===== config.mk =====
export PLATFORM = sky130hd
export DESIGN_NAME = rational_arithmetic_unit_core
export DESIGN_NICKNAME = d
export VERILOG_FILES = /design/src/rtl/rau_pkg.sv /design/src/rtl/rational_arithmetic_unit_core.sv /design/src/rtl/rau_div.sv
export SDC_FILE = /design/constraint.sdc
export NUM_CORES = 2
export LEC_CHECK = 0
export ABC_AREA = 1
export BUFFER_PORTS_ARGS = -buffer_cell sky130_fd_sc_hd__buf_2
export CORE_AREA = 5 5 370 372
export CTS_BUF_LIST = sky130_fd_sc_hd__clkbuf_16
export CTS_CLUSTER_DIAMETER = 50
export DETAILED_ROUTE_END_ITERATION = 6
export DIE_AREA = 0 0 375 377
export SLEW_MARGIN = 20
export SYNTH_ARGS = -nofsm -noshare
export SYNTH_HDL_FRONTEND = slang
export SYNTH_SLANG_ARGS = --single-unit

===== constraint.sdc =====
create_clock -name clk -period 7.3 [get_ports clk]
set_input_delay 0.365 -clock clk [delete_from_list [all_inputs] [get_ports clk]]
set_output_delay 0.365 -clock clk [all_outputs]
set_load 0.02 [all_outputs]

===== src/rtl/rau_pkg.sv =====
`default_nettype none

package rau_pkg;

  localparam logic [1:0] OP_ADD = 2'd0;
  localparam logic [1:0] OP_SUB = 2'd1;
  localparam logic [1:0] OP_MUL = 2'd2;
  localparam logic [1:0] OP_DIV = 2'd3;

  localparam logic [1:0] ST_OK       = 2'd0;
  localparam logic [1:0] ST_ZERO_DEN = 2'd1;
  localparam logic [1:0] ST_DIV_ZERO = 2'd2;

  localparam int RES_NUM_W = 32;
  localparam int RES_DEN_W = 31;

  typedef enum logic [3:0] {
    S_IDLE,
    S_MUL1,
    S_MUL2,
    S_MUL3,
    S_SUM,
    S_GCD,
    S_DIVN_GO,
    S_DIVN_WAIT,
    S_DIVD_GO,
    S_DIVD_WAIT,
    S_FINISH
  } state_t;

  typedef struct packed {
    logic start;
  } div_ctrl_t;

  typedef struct packed {
    logic busy;
    logic done;
  } div_stat_t;

endpackage

`default_nettype wire


===== src/rtl/rational_arithmetic_unit_core.sv =====
// Rational arithmetic unit.
// Input channel: in_tdata carries a_num, a_den, b_num, b_den (OPERAND_WIDTH
// bits each, two's complement), in_tuser the operation (add, sub, mul, div).
// Output channel: out_tdata carries res_num (32 bits) and res_den (31 bits),
// out_tuser the status (ok, zero input denominator, division by zero).
// One result item per input item; in_tready is high only while the
// sequencer is idle, so one item is in work at a time.
// An item with a zero denominator or a zero divisor goes straight to the
// finish state. Otherwise it takes three products on the shared multiplier,
// a binary gcd of subtract/shift steps, and two restoring divisions on the
// shared divider; a zero sum skips the gcd and the divisions.
// The gcd loop and the serial divider take most of the time.
// A finished result sits in the output register; the next item is taken
// while it waits, and the sequencer holds in its last state only if the
// previous result is still not taken. Reset (rst_n low, synchronous)
// returns the sequencer to idle and empties the output register.
`default_nettype none

module rational_arithmetic_unit_core
  import rau_pkg::*;
#(
  parameter int OPERAND_WIDTH = 16
) (
  input  wire logic                                   clk,
  input  wire logic                                   rst_n,
  input  wire logic                                   in_tvalid,
  output logic                                        in_tready,
  // a_num, a_den, b_num, b_den, zero pad
  input  wire logic [((4*OPERAND_WIDTH+7)/8)*8-1:0]   in_tdata,
  // operation
  input  wire logic [1:0]                             in_tuser,
  output logic                                        out_tvalid,
  input  wire logic                                   out_tready,
  // res_num, res_den, zero pad
  output logic [63:0]                                 out_tdata,
  // status
  output logic [1:0]                                  out_tuser
);

  localparam int W  = OPERAND_WIDTH;
  localparam int MW = 2 * W;
  localparam int KW = $clog2(MW);
  localparam int XW = (MW > 32) ? MW : 33;

  function automatic logic [W-1:0] mag_of(input logic [W-1:0] v);
    mag_of = v[W-1] ? (~v + W'(1)) : v;
  endfunction

  state_t state_r, state_nxt;

  logic [1:0]   op_r;
  logic [W-1:0] an_m_r, ad_m_r, bn_m_r, bd_m_r;
  logic         an_s_r, ad_s_r, bn_s_r, bd_s_r;
  logic [MW-1:0] prod_r, t1_r, num_m_r, den_m_r;
  logic          t1_s_r, num_s_r, den_s_r;
  logic [MW-1:0] ga_r, gb_r, g_r;
  logic [KW-1:0] gk_r;

  logic [RES_NUM_W-1:0] res_num_r, out_num_r;
  logic [RES_DEN_W-1:0] res_den_r, out_den_r;
  logic [1:0]           res_st_r, out_st_r;
  logic                 out_valid_r;

  logic [W-1:0] in_an, in_ad, in_bn, in_bd;
  logic         in_err_den, in_err_div;
  logic [W-1:0] mul_x, mul_y;
  logic         prod_s;
  logic [MW-1:0] sum_m;
  logic          sum_s;
  logic          out_free;

  div_ctrl_t     div_ctrl;
  div_stat_t     div_stat;
  logic [MW-1:0] div_dividend, div_divisor, div_quo;

  logic          res_neg;
  logic [XW-1:0] nx, nsat, nneg, dx;

  assign in_an = in_tdata[W-1:0];
  assign in_ad = in_tdata[2*W-1:W];
  assign in_bn = in_tdata[3*W-1:2*W];
  assign in_bd = in_tdata[4*W-1:3*W];
  assign in_err_den = (in_ad == '0) || (in_bd == '0);
  assign in_err_div = (in_tuser == OP_DIV) && (in_bn == '0);

  assign out_free = !out_valid_r || out_tready;

  rau_div #(.WIDTH(MW)) u_div (
    .clk      (clk),
    .rst_n    (rst_n),
    .ctrl     (div_ctrl),
    .dividend (div_dividend),
    .divisor  (div_divisor),
    .stat     (div_stat),
    .quotient (div_quo)
  );

  // sequencer
  always_comb begin
    state_nxt      = state_r;
    in_tready      = 1'b0;
    div_ctrl.start = 1'b0;
    div_dividend   = num_m_r;
    div_divisor    = g_r;
    mul_x          = an_m_r;
    mul_y          = bd_m_r;
    unique case (state_r)
      S_IDLE: begin
        in_tready = 1'b1;
        if (in_tvalid) begin
          state_nxt = (in_err_den || in_err_div) ? S_FINISH : S_MUL1;
        end
      end
      S_MUL1: begin
        mul_x     = an_m_r;
        mul_y     = (op_r == OP_MUL) ? bn_m_r : bd_m_r;
        state_nxt = S_MUL2;
      end
      S_MUL2: begin
        mul_x     = ad_m_r;
        mul_y     = (op_r == OP_DIV) ? bn_m_r : bd_m_r;
        state_nxt = S_MUL3;
      end
      S_MUL3: begin
        mul_x     = bn_m_r;
        mul_y     = ad_m_r;
        state_nxt = S_SUM;
      end
      S_SUM: begin
        state_nxt = (sum_m == '0) ? S_FINISH : S_GCD;
      end
      S_GCD: begin
        if (ga_r == gb_r) begin
          state_nxt = S_DIVN_GO;
        end
      end
      S_DIVN_GO: begin
        div_ctrl.start = 1'b1;
        div_dividend   = num_m_r;
        state_nxt      = S_DIVN_WAIT;
      end
      S_DIVN_WAIT: begin
        if (div_stat.done) begin
          state_nxt = S_DIVD_GO;
        end
      end
      S_DIVD_GO: begin
        div_ctrl.start = 1'b1;
        div_dividend   = den_m_r;
        state_nxt      = S_DIVD_WAIT;
      end
      S_DIVD_WAIT: begin
        if (div_stat.done) begin
          state_nxt = S_FINISH;
        end
      end
      S_FINISH: begin
        if (out_free) begin
          state_nxt = S_IDLE;
        end
      end
      default: state_nxt = S_IDLE;
    endcase
  end

  // signed sum of the two cross products for add and sub; mul and div pass the first product
  assign prod_s = bn_s_r ^ ad_s_r ^ (op_r == OP_SUB);
  always_comb begin
    sum_m = t1_r;
    sum_s = t1_s_r;
    if (op_r == OP_ADD || op_r == OP_SUB) begin
      if (t1_s_r == prod_s) begin
        sum_m = t1_r + prod_r;
      end else if (t1_r >= prod_r) begin
        sum_m = t1_r - prod_r;
      end else begin
        sum_m = prod_r - t1_r;
        sum_s = prod_s;
      end
    end
  end

  // saturation of the reduced result
  assign res_neg = num_s_r ^ den_s_r;
  assign nx      = XW'(num_m_r);
  assign dx      = XW'(div_quo);
  always_comb begin
    if (res_neg) begin
      nsat = (nx > XW'(64'h8000_0000)) ? XW'(64'h8000_0000) : nx;
    end else begin
      nsat = (nx > XW'(64'h7FFF_FFFF)) ? XW'(64'h7FFF_FFFF) : nx;
    end
  end
  assign nneg = res_neg ? (~nsat + XW'(1)) : nsat;

  always_ff @(posedge clk) begin
    if (!rst_n) begin
      state_r     <= S_IDLE;
      out_valid_r <= 1'b0;
    end else begin
      state_r <= state_nxt;
      if (out_valid_r && out_tready) begin
        out_valid_r <= 1'b0;
      end
      if (state_r == S_FINISH && out_free) begin
        out_valid_r <= 1'b1;
      end
    end
  end

  always_ff @(posedge clk) begin
    prod_r <= MW'(mul_x) * MW'(mul_y);
    unique case (state_r)
      S_IDLE: begin
        op_r   <= in_tuser;
        an_m_r <= mag_of(in_an);
        ad_m_r <= mag_of(in_ad);
        bn_m_r <= mag_of(in_bn);
        bd_m_r <= mag_of(in_bd);
        an_s_r <= in_an[W-1];
        ad_s_r <= in_ad[W-1];
        bn_s_r <= in_bn[W-1];
        bd_s_r <= in_bd[W-1];
        res_num_r <= '0;
        res_den_r <= '0;
        res_st_r  <= in_err_den ? ST_ZERO_DEN : ST_DIV_ZERO;
      end
      S_MUL2: begin
        t1_r   <= prod_r;
        t1_s_r <= an_s_r ^ ((op_r == OP_MUL) ? bn_s_r : bd_s_r);
      end
      S_MUL3: begin
        den_m_r <= prod_r;
        den_s_r <= ad_s_r ^ ((op_r == OP_DIV) ? bn_s_r : bd_s_r);
      end
      S_SUM: begin
        num_m_r   <= sum_m;
        num_s_r   <= sum_s;
        ga_r      <= sum_m;
        gb_r      <= den_m_r;
        gk_r      <= '0;
        res_num_r <= '0;
        res_den_r <= RES_DEN_W'(1);
        res_st_r  <= ST_OK;
      end
      S_GCD: begin
        // binary gcd, one shift or subtract per cycle
        if (ga_r == gb_r) begin
          g_r <= ga_r << gk_r;
        end else if (!ga_r[0] && !gb_r[0]) begin
          ga_r <= ga_r >> 1;
          gb_r <= gb_r >> 1;
          gk_r <= gk_r + KW'(1);
        end else if (!ga_r[0]) begin
          ga_r <= ga_r >> 1;
        end else if (!gb_r[0]) begin
          gb_r <= gb_r >> 1;
        end else if (ga_r > gb_r) begin
          ga_r <= ga_r - gb_r;
        end else begin
          gb_r <= gb_r - ga_r;
        end
      end
      S_DIVN_WAIT: begin
        if (div_stat.done) begin
          num_m_r <= div_quo;
        end
      end
      S_DIVD_WAIT: begin
        if (div_stat.done) begin
          res_num_r <= nneg[RES_NUM_W-1:0];
          res_den_r <= (dx > XW'(64'h7FFF_FFFF)) ? RES_DEN_W'(31'h7FFF_FFFF)
                                                 : dx[RES_DEN_W-1:0];
          res_st_r  <= ST_OK;
        end
      end
      S_FINISH: begin
        if (out_free) begin
          out_num_r <= res_num_r;
          out_den_r <= res_den_r;
          out_st_r  <= res_st_r;
        end
      end
      default: begin
      end
    endcase
  end

  assign out_tvalid = out_valid_r;
  assign out_tdata  = {1'b0, out_den_r, out_num_r};
  assign out_tuser  = out_st_r;

endmodule

`default_nettype wire


===== src/rtl/rau_div.sv =====
`default_nettype none

module rau_div
  import rau_pkg::*;
#(
  parameter int WIDTH = 32
) (
  input  wire logic             clk,
  input  wire logic             rst_n,
  input  wire div_ctrl_t        ctrl,
  input  wire logic [WIDTH-1:0] dividend,
  input  wire logic [WIDTH-1:0] divisor,
  output div_stat_t             stat,
  output logic      [WIDTH-1:0] quotient
);

  localparam int CW = $clog2(WIDTH + 1);

  logic [WIDTH-1:0] rem_r, quo_r, dvs_r;
  logic [CW-1:0]    cnt_r;
  logic             busy_r, done_r;
  logic [WIDTH:0]   rs;
  logic [WIDTH:0]   diff;

  // restoring division, one quotient bit per cycle
  assign rs   = {rem_r, quo_r[WIDTH-1]};
  assign diff = rs - {1'b0, dvs_r};

  always_ff @(posedge clk) begin
    if (!rst_n) begin
      busy_r <= 1'b0;
      done_r <= 1'b0;
      cnt_r  <= '0;
    end else begin
      done_r <= 1'b0;
      if (ctrl.start) begin
        busy_r <= 1'b1;
        cnt_r  <= CW'(WIDTH);
      end else if (busy_r) begin
        cnt_r <= cnt_r - CW'(1);
        if (cnt_r == CW'(1)) begin
          busy_r <= 1'b0;
          done_r <= 1'b1;
        end
      end
    end
  end

  always_ff @(posedge clk) begin
    if (ctrl.start) begin
      rem_r <= '0;
      quo_r <= dividend;
      dvs_r <= divisor;
    end else if (busy_r) begin
      if (!diff[WIDTH]) begin
        rem_r <= diff[WIDTH-1:0];
        quo_r <= {quo_r[WIDTH-2:0], 1'b1};
      end else begin
        rem_r <= rs[WIDTH-1:0];
        quo_r <= {quo_r[WIDTH-2:0], 1'b0};
      end
    end
  end

  assign stat.busy = busy_r;
  assign stat.done = done_r;
  assign quotient  = quo_r;

endmodule

`default_nettype wire

After elaboration in Yosys (flattened, before gate mapping). Index checks and enable logic that the tools add are counted.

Register bits after elaboration: 541. Input port bits: 70. Output and inout bits: 68. Word-level logic and storage cells: 207.

Add/subtract/negate cells: 13. Multipliers: 1. $lt $le $gt $ge: 5. Equal/unequal tests: 28. Shift-type cells: 1. Muxes and demuxes: 68. Bitwise gates (word level): 12. Reduce and logical (&&, ||, !) cells: 38.

Operator list (number): $mux W32 (23); $pmux W32 S2 (4); $sub A32 B32 Y32 (4); $pmux W31 S3 (1); $add A16 B1 Y16 const B (4); $gt A32 B31 Y1 const B (2); $not A16 Y16 (4); $mux W31 (2); $mux W15 (4); $logic_not A16 Y1 (3); $pmux W16 S3 (1); $pmux W4 S11 (1); $sub A33 B32 Y33 (1); $add A32 B1 Y32 const B (1); $add A32 B32 Y32 (1); $eq A32 B32 Y1 (1); $ge A32 B32 Y1 (1); $gt A32 B32 Y1 (1); $gt A32 B32 Y1 const B (1); $logic_not A32 Y1 (1); $mul A16 B16 Y32 (1); $mux W16 (2); $not A32 Y32 (1); $pmux W16 S2 (1); 37 further kinds (100).

Logic depth before layout (Yosys ltp).
Word-level depth: 8. Depth in mapped cells: 37. Gate-level depth less buffers: 37.

Modules after synthesis. A second synthesis with hierarchy kept.

Cells, all modules: 6428. Area total of the unflattened synthesis: 47553.1 um2.

Modules (own cells, without submodules): rational_arithmetic_unit_core (times used 1, cells each 5378, area an instance 40639.0 um2); rau_div (times used 1, cells each 1050, area an instance 6914.1 um2).

Worst setup path before layout. No wires, ideal clock.

Path type: register to register. Start: reg state_r[0]. End: reg prod_r[26]. Arrival: 7.623 ns. Required time: 7.177 ns. Slack: -0.446 ns. Cell stages (with the launch flop): 26. Period minus slack after synthesis: 7.746 ns. Cells stage by stage: dfxtp_1 nand2_1 nor2_1 clkbuf_1 a221oi_2 inv_1 nor2_1 fa_1 inv_1 fa_1 fa_1 fa_1 inv_1 fa_1 inv_1 fa_1 inv_1 ha_1 a21oi_1 a21boi_0 o21ai_1 a21oi_1 o21ai_1 a21oi_1 o21ai_1 xor2_1.

Cells in the longest elaborated chain, start to end: 3.

RTL lines: from (decl) (line rational_arithmetic_unit_core.sv:49) `state_t state_r, state_nxt;`; from (signal assigned) (line rational_arithmetic_unit_core.sv:201) `state_r <= state_nxt;`; $eq A4 B2 Y1 / $eq A4 B1 Y1 (equally long branches) (line rational_arithmetic_unit_core.sv:107) `unique case (state_r)`; $pmux W16 S3 / $pmux W16 S2 (equally long branches) (line rational_arithmetic_unit_core.sv:107); $mul A16 B16 Y32 * (line rational_arithmetic_unit_core.sv:212) `prod_r <= MW'(mul_x) * MW'(mul_y);`; to (signal assigned) (line rational_arithmetic_unit_core.sv:212); to (decl) (line rational_arithmetic_unit_core.sv:54) `logic [MW-1:0] prod_r, t1_r, num_m_r, den_m_r;`.

Mark *: on every way between the ends. The rest lies on a longest branch, timed or not. A chain may end at the register's enable or synchronous reset.

Worst setup path in the final report.
Start: reg state_r[3]. End: reg prod_r[31].

Same word-level chain as after synthesis.

==> results.rst <==
.. list-table::
   :header-rows: 1

   * - Metric
     - Value
   * - Placeable Area
     - 0.133 mm²
   * - Share of cells above drive strength 1
     - 0.0822
   * - Placer Congestion
     - 0.968
   * - Syn nets
     - 6566
   * - First-pass iteration count of the detailed router
     - 5
   * - Total of endpoints with negative setup slack in the final report
     - 0
   * - Clock-pin slew on the worst setup and hold paths
     - 0.06 ns
   * - Clk Latency, worst-skew pair
     - 0.64 ns
   * - Wire length per cell after detailed routing
     - 20.9 µm
   * - Via-per-instance ratio
     - 5.20
   * - Height of the die
     - 377 µm
   * - CTS Buf Count
     - 73
   * - Number of flops mapped to enable cells by yosys
     - 464
   * - Total count of max-transition violations in the final report
     - 0
   * - Cell with the largest stage delay on the worst path
     - sky130_fd_sc_hd__fa_1
   * - Cell area after technology mapping
     - 0.0463 mm²
   * - Category of the worst setup path capture point
     - flop
   * - Post-route DRC
     - 0
   * - Part of the Yosys area used for sequential elements
     - 0.334
   * - Deepest clock path buffer count
     - 3
   * - Crit Path Max Fanout
     - 10
   * - Starting utilization of the core area
     - 0.348
   * - Pin count of the biggest net entering global routing
     - 74
   * - Initial antenna violation count
     - 6
   * - Dominant cell type by area after synthesis
     - sky130_fd_sc_hd__edfxtp_1
   * - Final min period
     - 6.95 ns
   * - Placed instance count
     - 7800
   * - Final number of hold-violating endpoints
     - 0
   * - Worst-margin pin slew
     - 1.08 ns
   * - Area added between synthesis and finish
     - 11.8%
   * - Top cells by area in the synthesized netlist
     - sky130_fd_sc_hd__edfxtp_1 (30%), sky130_fd_sc_hd__nand2_1 (11%), sky130_fd_sc_hd__fa_1 (8.6%)
   * - Count of synthesis-stage warnings from yosys
     - 0
   * - Fill cell total of the finished layout
     - 13760
   * - Antenna cell count
     - 0
   * - Number of synthesized register bits
     - 541
   * - Cell with the most instances after synthesis
     - sky130_fd_sc_hd__nand2_1
   * - Peak per-stage delay on the critical path
     - 0.55 ns
   * - IO Count
     - 138
   * - Sink count of the clock tree
     - 541
   * - Util after Layout
     - 0.389
   * - Count of port buffers added during placement
     - 136
   * - Global Route Usage Sum
     - 0.226
   * - CTS root buf
     - sky130_fd_sc_hd__clkbuf_16
   * - Type of the worst min-delay path
     - in2reg
   * - Final instance count without filler cells
     - 7945
   * - Arrival time at the worst endpoint
     - 7.52 ns
   * - Setup Skew
     - 0.0345 ns
   * - Global route total overflow
     - 0
   * - Die X-Extent
     - 375 µm
   * - Area enclosed by the die boundary
     - 0.141 mm²
   * - Average footprint of a synthesized cell
     - 7.72 µm²
   * - Remaining max-slew budget at the tightest pin
     - 0.280
   * - Detailed placement HPWL
     - 134000 µm
   * - Proportion of synthesized flip-flops having asynchronous set or reset
     - 0
   * - Status
     - complete, no violations
   * - Ranking of synthesized cells by instance count
     - sky130_fd_sc_hd__nand2_1 (1398), sky130_fd_sc_hd__inv_1 (1024), sky130_fd_sc_hd__nor2_1 (531), sky130_fd_sc_hd__edfxtp_1 (464), sky130_fd_sc_hd__a21oi_1 (424)
   * - Via count
     - 41342
   * - Achievable frequency
     - 144 MHz
   * - Count of antenna-violating nets left after detailed routing
     - 0
   * - Max cap viols
     - 0
   * - TritonCTS clock tree
     - yes
   * - Critical path launch point type
     - flop
   * - Wire length of the first global-routing pass
     - 246000 µm
   * - Via count of the first global-routing pass
     - 39823
   * - Final Net Count
     - 6690
   * - CTS H-tree lvls
     - 3
   * - Endpoint required time on the critical path
     - 7.87 ns
   * - WL final
     - 166000 µm
   * - Number of different library cells in the post-synthesis netlist
     - 75
   * - Leading register cell type out of synthesis
     - sky130_fd_sc_hd__edfxtp_1
   * - DRC marker count from the first detailed-route iteration
     - 3498
   * - Cell row count
     - 134
   * - Worst setup path category
     - reg2reg
   * - Final worst path period share
     - 0.952
   * - Gate Count Post-Synth
     - 5994
   * - Share of the synthesized area in the top cell type
     - 0.301
[state kept, by name, summed over array words and instances (netlist names), 32 cells and up]
signal / cells
den_m_r: 32
u_div.rem_r: 32
div_divisor: 32
gb_r: 32
u_div.dvs_r: 32
prod_r: 32
num_m_r: 32
u_div.quotient: 32
res_num_r: 32
t1_r: 32
ga_r: 32
out_num_r: 32
[worst max-delay path: cells and delay by family (launching register included)]
family / cells / cell delay [ns]
AOI/OAI and AO/OA: 9 / 1.35
adders and majority gates: 7 / 3.22
buffers and inverters: 10 / 1.16
xor gates and xnor gates: 1 / 0.13
DFF: 1 / 0.35
and+or+nand+nor: 8 / 0.71
[through the flow]
stage	setup WS (ns)	TNS [ns]	cell area, µm²	hold WS [ns]
2_1_floorplan	0.0367	0	46300	0.400
3_3_place_gp	0.260	0	49100	0.401
3_5_place_dp	0.164	0	49100	0.405
4_1_cts	0.158	0	51600	0.0315
5_1_grt	-0.0122	-0.0122	51700	0.0452
6_report	0.349	0	51700	0.0598
[logic make-up after synthesis]
family | Yosys count | share of synthesized area
buffers and inverters | 1274 | 0.109
other | 1 | 0.0000810
AND/OR/NAND/NOR | 2367 | 0.211
multiplexers | 23 | 0.00497
XOR/XNOR | 194 | 0.0372
flip-flops | 541 | 0.334
AO/OA/AOI/OAI | 1092 | 0.136
adder cells (fa/ha/maj) | 502 | 0.168
[placed cells by master, fill, tap and decap left out, drive strengths merged, types with 19 or more instances in the layout]
| cell | instances |
|---|---|
| o211ai | 46 |
| edfxtp | 464 |
| dfxtp | 77 |
| fa | 200 |
| nand4 | 38 |
| nand3 | 248 |
| buf | 255 |
| nand2 | 1426 |
| xor2 | 123 |
| ha | 302 |
| o22ai | 38 |
| o21a | 25 |
| o21ai | 382 |
| inv | 1065 |
| a221oi | 27 |
| a22oi | 28 |
| clkbuf | 73 |
| nor3 | 54 |
| or2 | 21 |
| a21oi | 427 |
| xnor2 | 71 |
| nor2 | 542 |
| mux2i | 23 |
| a31oi | 19 |
| clkinv | 39 |
[metal layers]
| layer | global-route usage | wire length (µm) | share of wire |
|---|---|---|---|
| met2 | 0.387 | 79500 | 0.48 |
| met1 | 0.294 | 69700 | 0.42 |
| met3 | 0.0275 | 9650 | 0.058 |
| met5 | 0 | 7 | 0.000042 |
| met4 | 0.0876 | 7300 | 0.044 |
[final timing paths]
check	cells after the start	slack [ns]	startpoint	endpoint
worst max-delay path	35	0.35	state_r[3]	prod_r[31]
worst min-delay path	2	0.06	in_tdata[46]	bn_m_r[15]
worst max register to register	35	0.35	state_r[3]	prod_r[31]
worst min register to register	0	0.41	div_divisor[3]	u_div.dvs_r[3]
[area by class of cell]
cell class / instances / area, µm² / area share
Inverter: 1062 / 4000 / 0.0772
Multi-Input combinational cell: 4179 / 25900 / 0.501
Clock inverter: 61 / 619 / 0.0120
Tap cell: 1768 / 2210 / 0.0428
Clock buffer: 73 / 1830 / 0.0353
Timing Repair Buffer: 261 / 1690 / 0.0327
Sequential cell: 541 / 15500 / 0.299
[timing repair]
action | CTS | global route
resized for setup | 0 | 18
endpoints found under the setup margin | 0 | 10
buffers inserted | 0 | 5
hold buffers | 6 | 0
endpoints found under the hold margin | 6 | 0
Power is left out: the tool's default activity adds up to more than one toggle a clock period on the data nets, which glitch-free logic cannot reach.
